### config.mk
export PLATFORM = sky130hd
export DESIGN_NAME = gyro_bias_calibrator
export DESIGN_NICKNAME = d
export VERILOG_FILES = /design/src/rtl/gbc_pkg.sv /design/src/rtl/gbc_div.sv /design/src/rtl/gbc_datapath.sv /design/src/rtl/gbc_ctrl.sv /design/src/rtl/gyro_bias_calibrator.sv
export SDC_FILE = /design/constraint.sdc
export NUM_CORES = 1
export LEC_CHECK = 0
export ABC_AREA = 1
export BUFFER_PORTS_ARGS = -buffer_cell sky130_fd_sc_hd__buf_2
export CORE_ASPECT_RATIO = 0.6
export CORE_MARGIN = 3
export CORE_UTILIZATION = 28
export CTS_CLUSTER_DIAMETER = 60
export CTS_CLUSTER_SIZE = 16
export DETAILED_ROUTE_END_ITERATION = 7
export PLACE_DENSITY_LB_ADDON = 0.3
export SLEW_MARGIN = 30
export SYNTH_ARGS = -nofsm -noshare
export SYNTH_HDL_FRONTEND = slang
export SYNTH_SLANG_ARGS = --single-unit
### constraint.sdc
create_clock -name clk -period 4.8 [get_ports clk]
set_clock_uncertainty 0.1 [all_clocks]
set_input_delay 0.96 -clock clk [delete_from_list [all_inputs] [get_ports clk]]
set_output_delay 0.96 -clock clk [all_outputs]
set_load 0.01 [all_outputs]
### src/rtl/gbc_pkg.sv
package gbc_pkg;

  localparam int AXES       = 3;
  localparam int AXIS_W     = (AXES > 1) ? $clog2(AXES) : 1;
  localparam int SAMPLE_W   = 16;
  localparam int SUM_W      = 32;
  localparam int COUNT_W    = 16;
  localparam logic [COUNT_W-1:0] CAL_SAMPLES_RESET = 16'd1024;

  typedef logic signed [SAMPLE_W-1:0] sample_t;
  typedef logic signed [SUM_W-1:0]    sum_t;

  // Commands from the controller to the datapath.
  typedef struct packed {
    logic clear;      // start a new collection
    logic accum;      // add the accepted sample to the sums
    logic div_first;  // start dividing the first axis
    logic div_next;   // start dividing the next axis
    logic load_out;   // load the corrected sample into the output stage
  } cmd_t;

  // Status from the datapath to the controller.
  typedef struct packed {
    logic last_sample;  // this collected sample ends collection
    logic div_done;     // the divider finished the current axis
    logic last_axis;    // the current axis is the last one
  } status_t;

endpackage

### src/rtl/gbc_div.sv
module gbc_div
  import gbc_pkg::*;
(
  input  logic                 clk,
  input  logic                 rst,
  input  logic                 start,
  input  sum_t                 dividend,
  input  logic [COUNT_W-1:0]   divisor,
  output logic                 done,
  output sample_t              quotient
);

  localparam int STEP_W = $clog2(SUM_W);

  logic               busy;
  logic [STEP_W-1:0]  step;
  logic               neg;
  logic [COUNT_W-1:0] dsr;
  logic [COUNT_W-1:0] rem;
  logic [SUM_W-1:0]   quo;

  logic [COUNT_W:0]   rem_shift;
  logic               fits;
  logic [COUNT_W:0]   rem_sub;
  logic [SUM_W-1:0]   quo_neg;

  // Restoring division on magnitudes, one quotient bit per cycle.
  assign rem_shift = {rem, quo[SUM_W-1]};
  assign fits      = rem_shift >= {1'b0, dsr};
  assign rem_sub   = rem_shift - {1'b0, dsr};
  assign quo_neg   = -quo;
  assign quotient  = neg ? sample_t'(quo_neg[SAMPLE_W-1:0]) : sample_t'(quo[SAMPLE_W-1:0]);

  always_ff @(posedge clk) begin
    if (rst) begin
      busy <= 1'b0;
      done <= 1'b0;
      step <= '0;
    end else begin
      done <= 1'b0;
      if (start) begin
        busy <= 1'b1;
        step <= '0;
      end else if (busy) begin
        step <= step + 1'b1;
        if (step == STEP_W'(SUM_W - 1)) begin
          busy <= 1'b0;
          done <= 1'b1;
        end
      end
    end
  end

  always_ff @(posedge clk) begin
    if (start) begin
      neg <= dividend[SUM_W-1];
      quo <= dividend[SUM_W-1] ? SUM_W'(-dividend) : SUM_W'(dividend);
      rem <= '0;
      dsr <= (divisor == '0) ? COUNT_W'(1) : divisor;
    end else if (busy) begin
      rem <= fits ? rem_sub[COUNT_W-1:0] : rem_shift[COUNT_W-1:0];
      quo <= {quo[SUM_W-2:0], fits};
    end
  end

endmodule

### src/rtl/gbc_datapath.sv
module gbc_datapath
  import gbc_pkg::*;
(
  input  logic                 clk,
  input  logic                 rst,
  input  logic                 cfg_wr_en,
  input  logic [COUNT_W-1:0]   cfg_wr_data,
  input  sample_t              rate_in [AXES],
  input  cmd_t                 cmd,
  output status_t              st,
  output sample_t              out_data [AXES]
);

  logic [COUNT_W-1:0] cal_samples;
  logic [COUNT_W-1:0] samples_taken;
  logic [COUNT_W-1:0] eff_count;
  logic [COUNT_W:0]   taken_inc;
  sum_t               sums [AXES];
  sample_t            offsets [AXES];
  logic [AXIS_W-1:0]  axis_sel;
  logic [AXIS_W-1:0]  div_axis;
  logic               div_done;
  sample_t            div_quo;

  assign eff_count = (cal_samples == '0) ? COUNT_W'(1) : cal_samples;
  assign taken_inc = {1'b0, samples_taken} + 1'b1;

  assign st.last_sample = taken_inc >= {1'b0, eff_count};
  assign st.div_done    = div_done;
  assign st.last_axis   = axis_sel == AXIS_W'(AXES - 1);

  assign div_axis = cmd.div_first ? '0 : AXIS_W'(axis_sel + 1'b1);

  always_ff @(posedge clk) begin
    if (rst) begin
      cal_samples <= CAL_SAMPLES_RESET;
    end else if (cfg_wr_en) begin
      cal_samples <= cfg_wr_data;
    end
  end

  always_ff @(posedge clk) begin
    if (rst) begin
      samples_taken <= '0;
    end else if (cmd.clear) begin
      samples_taken <= '0;
    end else if (cmd.accum) begin
      samples_taken <= taken_inc[COUNT_W-1:0];
    end
  end

  always_ff @(posedge clk) begin
    if (cmd.div_first || cmd.div_next) begin
      axis_sel <= div_axis;
    end
  end

  gbc_div u_div (
    .clk      (clk),
    .rst      (rst),
    .start    (cmd.div_first || cmd.div_next),
    .dividend (sums[div_axis]),
    .divisor  (eff_count),
    .done     (div_done),
    .quotient (div_quo)
  );

  for (genvar a = 0; a < AXES; a++) begin : g_axis
    logic signed [SAMPLE_W:0] diff;

    assign diff = $signed({rate_in[a][SAMPLE_W-1], rate_in[a]})
                  - $signed({offsets[a][SAMPLE_W-1], offsets[a]});

    always_ff @(posedge clk) begin
      if (cmd.clear) begin
        sums[a] <= '0;
      end else if (cmd.accum) begin
        sums[a] <= sums[a] + SUM_W'(rate_in[a]);
      end
    end

    always_ff @(posedge clk) begin
      if (div_done && axis_sel == AXIS_W'(a)) begin
        offsets[a] <= div_quo;
      end
    end

    // Saturate the difference back to the sample range.
    always_ff @(posedge clk) begin
      if (cmd.load_out) begin
        if (diff[SAMPLE_W] != diff[SAMPLE_W-1]) begin
          out_data[a] <= diff[SAMPLE_W] ? sample_t'({1'b1, {(SAMPLE_W-1){1'b0}}})
                                        : sample_t'({1'b0, {(SAMPLE_W-1){1'b1}}});
        end else begin
          out_data[a] <= sample_t'(diff[SAMPLE_W-1:0]);
        end
      end
    end
  end

endmodule

### src/rtl/gbc_ctrl.sv
module gbc_ctrl
  import gbc_pkg::*;
(
  input  logic    clk,
  input  logic    rst,
  input  logic    in_valid,
  output logic    in_ready,
  output logic    out_valid,
  input  logic    out_ready,
  input  status_t st,
  output cmd_t    cmd
);

  localparam logic [2:0] S_BOOT     = 3'd0;
  localparam logic [2:0] S_COLLECT  = 3'd1;
  localparam logic [2:0] S_COMPLETE = 3'd2;
  localparam logic [2:0] S_DIV      = 3'd3;
  localparam logic [2:0] S_READY    = 3'd4;

  logic [2:0] state;
  logic [2:0] state_next;
  logic       in_acc;

  assign in_acc = in_valid && in_ready;

  always_comb begin
    state_next = state;
    cmd        = '0;
    in_ready   = 1'b0;
    unique case (state)
      S_BOOT: begin
        in_ready = 1'b1;
        if (in_acc) begin
          cmd.clear  = 1'b1;
          state_next = S_COLLECT;
        end
      end
      S_COLLECT: begin
        in_ready = 1'b1;
        if (in_acc) begin
          cmd.accum = 1'b1;
          if (st.last_sample) begin
            state_next = S_COMPLETE;
          end
        end
      end
      S_COMPLETE: begin
        in_ready = 1'b1;
        if (in_acc) begin
          cmd.div_first = 1'b1;
          state_next    = S_DIV;
        end
      end
      S_DIV: begin
        if (st.div_done) begin
          if (st.last_axis) begin
            state_next = S_READY;
          end else begin
            cmd.div_next = 1'b1;
          end
        end
      end
      S_READY: begin
        // The output register frees up in the same cycle its request is taken.
        in_ready = !out_valid || out_ready;
        if (in_acc) begin
          cmd.load_out = 1'b1;
        end
      end
      default: begin
        state_next = S_BOOT;
      end
    endcase
  end

  always_ff @(posedge clk) begin
    if (rst) begin
      state     <= S_BOOT;
      out_valid <= 1'b0;
    end else begin
      state <= state_next;
      if (cmd.load_out) begin
        out_valid <= 1'b1;
      end else if (out_ready) begin
        out_valid <= 1'b0;
      end
    end
  end

endmodule

### src/rtl/gyro_bias_calibrator.sv
// Gyro zero-rate offset calibrator. After reset the first request is dropped, the next
// cal_samples requests (0 counts as 1) are summed per axis, and the request after those is
// dropped while each axis offset is found as sum / cal_samples, truncated toward zero. Every
// later request comes out with its offsets subtracted, saturated to 16 bits. Dropped and
// collected requests are taken without stalling. The dropped request that ends collection
// stalls the input while one shared radix-2 divider, 32 iterations per axis, works out the
// three offsets in turn. Once calibrated, the block takes one request per cycle unless a
// result waits in the output register and is not taken; a waiting result does not stop the
// next request from being taken when the result is taken in the same cycle.
module gyro_bias_calibrator
  import gbc_pkg::*;
(
  input  logic                 clk,
  input  logic                 rst,
  input  logic                 cfg_wr_en,
  input  logic [COUNT_W-1:0]   cfg_wr_data,
  input  logic                 in_valid,
  output logic                 in_ready,
  input  logic signed [15:0]   rate_roll,
  input  logic signed [15:0]   rate_pitch,
  input  logic signed [15:0]   rate_yaw,
  output logic                 out_valid,
  input  logic                 out_ready,
  output logic signed [15:0]   out_roll,
  output logic signed [15:0]   out_pitch,
  output logic signed [15:0]   out_yaw
);

  cmd_t    cmd;
  status_t st;
  sample_t rate_in [AXES];
  sample_t out_data [AXES];

  assign rate_in[0] = rate_roll;
  assign rate_in[1] = rate_pitch;
  assign rate_in[2] = rate_yaw;
  assign out_roll   = out_data[0];
  assign out_pitch  = out_data[1];
  assign out_yaw    = out_data[2];

  gbc_ctrl u_ctrl (
    .clk       (clk),
    .rst       (rst),
    .in_valid  (in_valid),
    .in_ready  (in_ready),
    .out_valid (out_valid),
    .out_ready (out_ready),
    .st        (st),
    .cmd       (cmd)
  );

  gbc_datapath u_datapath (
    .clk         (clk),
    .rst         (rst),
    .cfg_wr_en   (cfg_wr_en),
    .cfg_wr_data (cfg_wr_data),
    .rate_in     (rate_in),
    .cmd         (cmd),
    .st          (st),
    .out_data    (out_data)
  );

  // No request is taken while the divider reports an axis offset done.
  a_no_accept_in_div: assert property (@(posedge clk) disable iff (rst)
    st.div_done |-> !in_ready)
    else $error("request accepted while offsets were being computed");

  a_load_on_accept: assert property (@(posedge clk) disable iff (rst)
    cmd.load_out |-> (in_valid && in_ready))
    else $error("output loaded without an accepted request");

  a_next_axis: assert property (@(posedge clk) disable iff (rst)
    cmd.div_next |-> (st.div_done && !st.last_axis))
    else $error("divider restarted out of sequence");

  a_valid_source: assert property (@(posedge clk) disable iff (rst)
    $rose(out_valid) |-> $past(cmd.load_out))
    else $error("result appeared without a load");

endmodule

==> impl_metrics.json <==
{
  "grt_pass1_vias": 17400,
  "antenna_left": 0,
  "rsz0062_at_grt": "no",
  "utilization": 0.321,
  "tns_ns": 0,
  "syn-num-nets": 3052,
  "yosysMostFrequentCell": "nand2_1",
  "whs_path_depth": 2,
  "worstMarginPinSlew_ns": 0.867,
  "wl_met1_mm": 37.8,
  "synthAdderAreaFrac": 0.109,
  "io_pins": 119,
  "cp.required_ns": 5.03,
  "worst-path-buf-inv": 3,
  "drive_gt1_frac": 0.0845,
  "ir_drop_mv": 0.308,
  "timing.final.crit_share": 0.745,
  "ys_async_sr_fraction": 0,
  "reg2reg_slack_ns": 1.22,
  "cts_setup_buffers": 0,
  "crit_type": "flop to flop",
  "clk_pin_slew_ns": 0.07,
  "hp-class": "flop to flop",
  "grt_start_max_net_pins": 75,
  "grt_usage": 0.163,
  "clk_latency_ns": 0.57,
  "cp_max_fo": 38,
  "synthTopCellsByCount": "nand2_1, inv_1, a21oi_1",
  "fmax_mhz": 280,
  "cts-resized-gates": 0,
  "synth_compound_area_frac": 0.169,
  "dieWidth_um": 369,
  "cts_buffers": 35,
  "cts_max_level": 2,
  "synthDistinctLibCells": 54,
  "synth_top_cell_area_share": 0.330,
  "finalHoldViolCount": 0,
  "first_pass_iters": 6,
  "p_per_area_mw_per_mm2": 520,
  "max_stage_delay_ns": 0.56,
  "path_cells": "clkinv_1 -> buf_4 -> nand2_2 -> nand2_1 -> nand3_1 -> nand2_1 -> ha_1 -> nand3_2 -> nor2_4 -> inv_1 -> nor2_1 -> nand3_1 -> nand2_1 -> nand3_1 -> nand3_1 -> nand2_1",
  "muxShareOfSynthArea": 0,
  "post-dp-hpwl_mm": 54.1,
  "fp.dieH_um": 224,
  "nets": 3146,
  "synth_flop_cell": "edfxtp_1",
  "end_kind": "flop",
  "fillCellCount": 8333,
  "critical_path.top_delay_family": "simple AND/OR/NAND/NOR gates",
  "relSlewSlack": 0.422,
  "drt-initial-drc-count": 2101,
  "initial_core_util": 0.284,
  "gr-total-overflow": 0,
  "yosysWarnings": 0,
  "yosysTopAreaCell": "edfxtp_1",
  "rr_worst_depth": 16,
  "arrival_ns": 3.81,
  "viasPerCell": 4.95,
  "synthSimpleGateAreaFrac": 0.221,
  "clk_path_buf_depth": 3,
  "core_area_mm2": 0.0779,
  "dr_wl_met2_mm": 23.8,
  "r2r_end": "u_datapath.u_div.quo[26]$_DFFE_PP_",
  "status": "complete, no violations",
  "cts.sinks": 302,
  "synth_edf_count": 243,
  "max-cap-violations": 0,
  "vias": 19600,
  "syn_area_mm2": 0.0221,
  "synthCells": 2795,
  "area_growth_pct": 12.9,
  "antenna_found_initial": 5,
  "synth-seq-area-share": 0.383,
  "clockRootBuffer": "clkbuf_16",
  "wl_mm": 69.0,
  "synth_area_leaders": "edfxtp_1, ha_1, nand2_1",
  "die-area_mm2": 0.0825,
  "met3_length_mm": 6.14,
  "routabilityCongestion": 0.940,
  "slew_viol_final": 0,
  "avgRoutedWirePerCell_um": 17.4,
  "synth_xor_area_frac": 0.0428,
  "post-route-min-period_ns": 3.58,
  "min_to": "u_datapath.u_div.rem[15]$_SDFFE_PN0P_",
  "min_from": "u_datapath.u_div.rem[15]$_SDFFE_PN0P_",
  "ys_seq_elements": 302,
  "power_leakage_nw": 10.9,
  "routed.top_layer": "met5",
  "portBuffers": 118,
  "grt_pass1_wl_mm": 106,
  "cts_tree": "built",
  "worst_setup_path_start_kind": "flop",
  "timing.rr.start": "u_datapath.axis_sel[0]$_DFFE_PN_",
  "syn_avg_cell_area_um2": 7.91,
  "drc": 0,
  "rows": 79,
  "synth_top_family_by_area": "simple AND/OR/NAND/NOR gates",
  "hold_buffers": 0,
  "setup_viol": 0,
  "slowest_stage": "nand2_2"
}
-- registers in the layout, summed over array words and instances, names as in the netlist --
signal	count
u_datapath.samples_taken	16
u_datapath.u_div.quo	32
u_datapath.axis_sel	2
u_ctrl.state	3
u_datapath.u_div.neg	1
u_datapath.sums	96
u_datapath.cal_samples	16
u_datapath.u_div.busy	1
u_datapath.u_div.rem	16
u_ctrl.out_valid	1
u_datapath.offsets	48
u_datapath.u_div.step	5
u_datapath.u_div.dsr	16
u_datapath.u_div.done	1
u_datapath.out_data	48
-- worst max path at each step --
stage / from / end / slack, ns / depth (start not counted)
after detailed placement: rate_yaw[0] / u_datapath.sums[2][26]$_SDFFCE_PN0P_ / 0.88 / 16
after floorplan: out_ready / u_datapath.sums[0][0]$_SDFFCE_PN0P_ / 0.18 / 8
after global routing: u_datapath.samples_taken[0]$_SDFFE_PP0P_ / u_ctrl.state[0]$_SDFFE_PP0P_ / 0.77 / 17
final: u_datapath.axis_sel[0]$_DFFE_PN_ / u_datapath.u_div.quo[26]$_DFFE_PP_ / 1.22 / 16
after global placement: rate_yaw[0] / u_datapath.sums[2][26]$_SDFFCE_PN0P_ / 0.91 / 16
after CTS: u_datapath.samples_taken[0]$_SDFFE_PP0P_ / u_ctrl.state[1]$_SDFFE_PP0P_ / 1.27 / 17
-- through the flow --
step                      hold slack, ns  total power [mW]  area, um2  instances  worst slack [ns]
after global placement             0.347              10.1      23800       3905             0.910
final                              0.375              13.0      25000       3968              1.22
after detailed placement           0.357              10.1      23800       3905             0.882
after global routing               0.393              13.9      25000       3966             0.774
after CTS                          0.373              12.9      24900       3965              1.27
after floorplan                    0.330              8.29      22100       2795             0.181
-- layer usage --
layer / global-route usage / vias up
li1: - / 9822
met1: 0.280 / 9042
met2: 0.196 / 688
met3: 0.0354 / 84
met4: 0.0353 / 6
met5: 0 / -
-- cell families (layout without fill, tap and decap cells) --
logic type | Yosys count | in the layout
other | 0 | 3
buffers and inverters | 413 | 530
flip-flops | 302 | 302
AO/OA/AOI/OAI | 668 | 668
adder cells (fa/ha/maj) | 188 | 188
XOR/XNOR | 108 | 108
AND/OR/NAND/NOR | 1116 | 1116
-- layout make-up --
type | count | area, um2 | area share
multi-input cells | 2080 | 12000 | 0.481
flip-flops and latches | 302 | 8480 | 0.340
well taps | 1053 | 1320 | 0.0528
inverters | 340 | 1280 | 0.0512
clock buffers | 41 | 941 | 0.0377
repair buffers | 130 | 693 | 0.0278
clock inverters | 19 | 235 | 0.00942
diodes | 3 | 7.51 | 0.000301
-- placed cells by master (no fill, tap or decap), types with 37 or more instances in the layout --
cell type  instances
nand4_1           38
edfxtp_1         243
a21oi_1          260
buf_2            118
nand3_1          160
nor2_1           230
dfxtp_1           59
xor2_1            74
inv_1            331
ha_1             181
clkbuf_16         37
o21ai_0          228
nand2_1          551
-- report_power, final --
part           switching [mW]  internal (mW)
sequential              0.452           3.61
clock                    1.24           1.55
combinational            4.26           1.87
total                    5.95           7.04
-- worst register-to-register path: cells and delay by family, from the launching register on --
| family | cells | cell delay [ns] |
|---|---|---|
| AND/OR/NAND/NOR | 12 | 2.12 |
| adder cells (fa/ha/maj) | 1 | 0.20 |
| flip-flops | 1 | 0.42 |
| buffers and inverters | 3 | 0.50 |
Note: power is estimated with default switching activity, not from simulation.
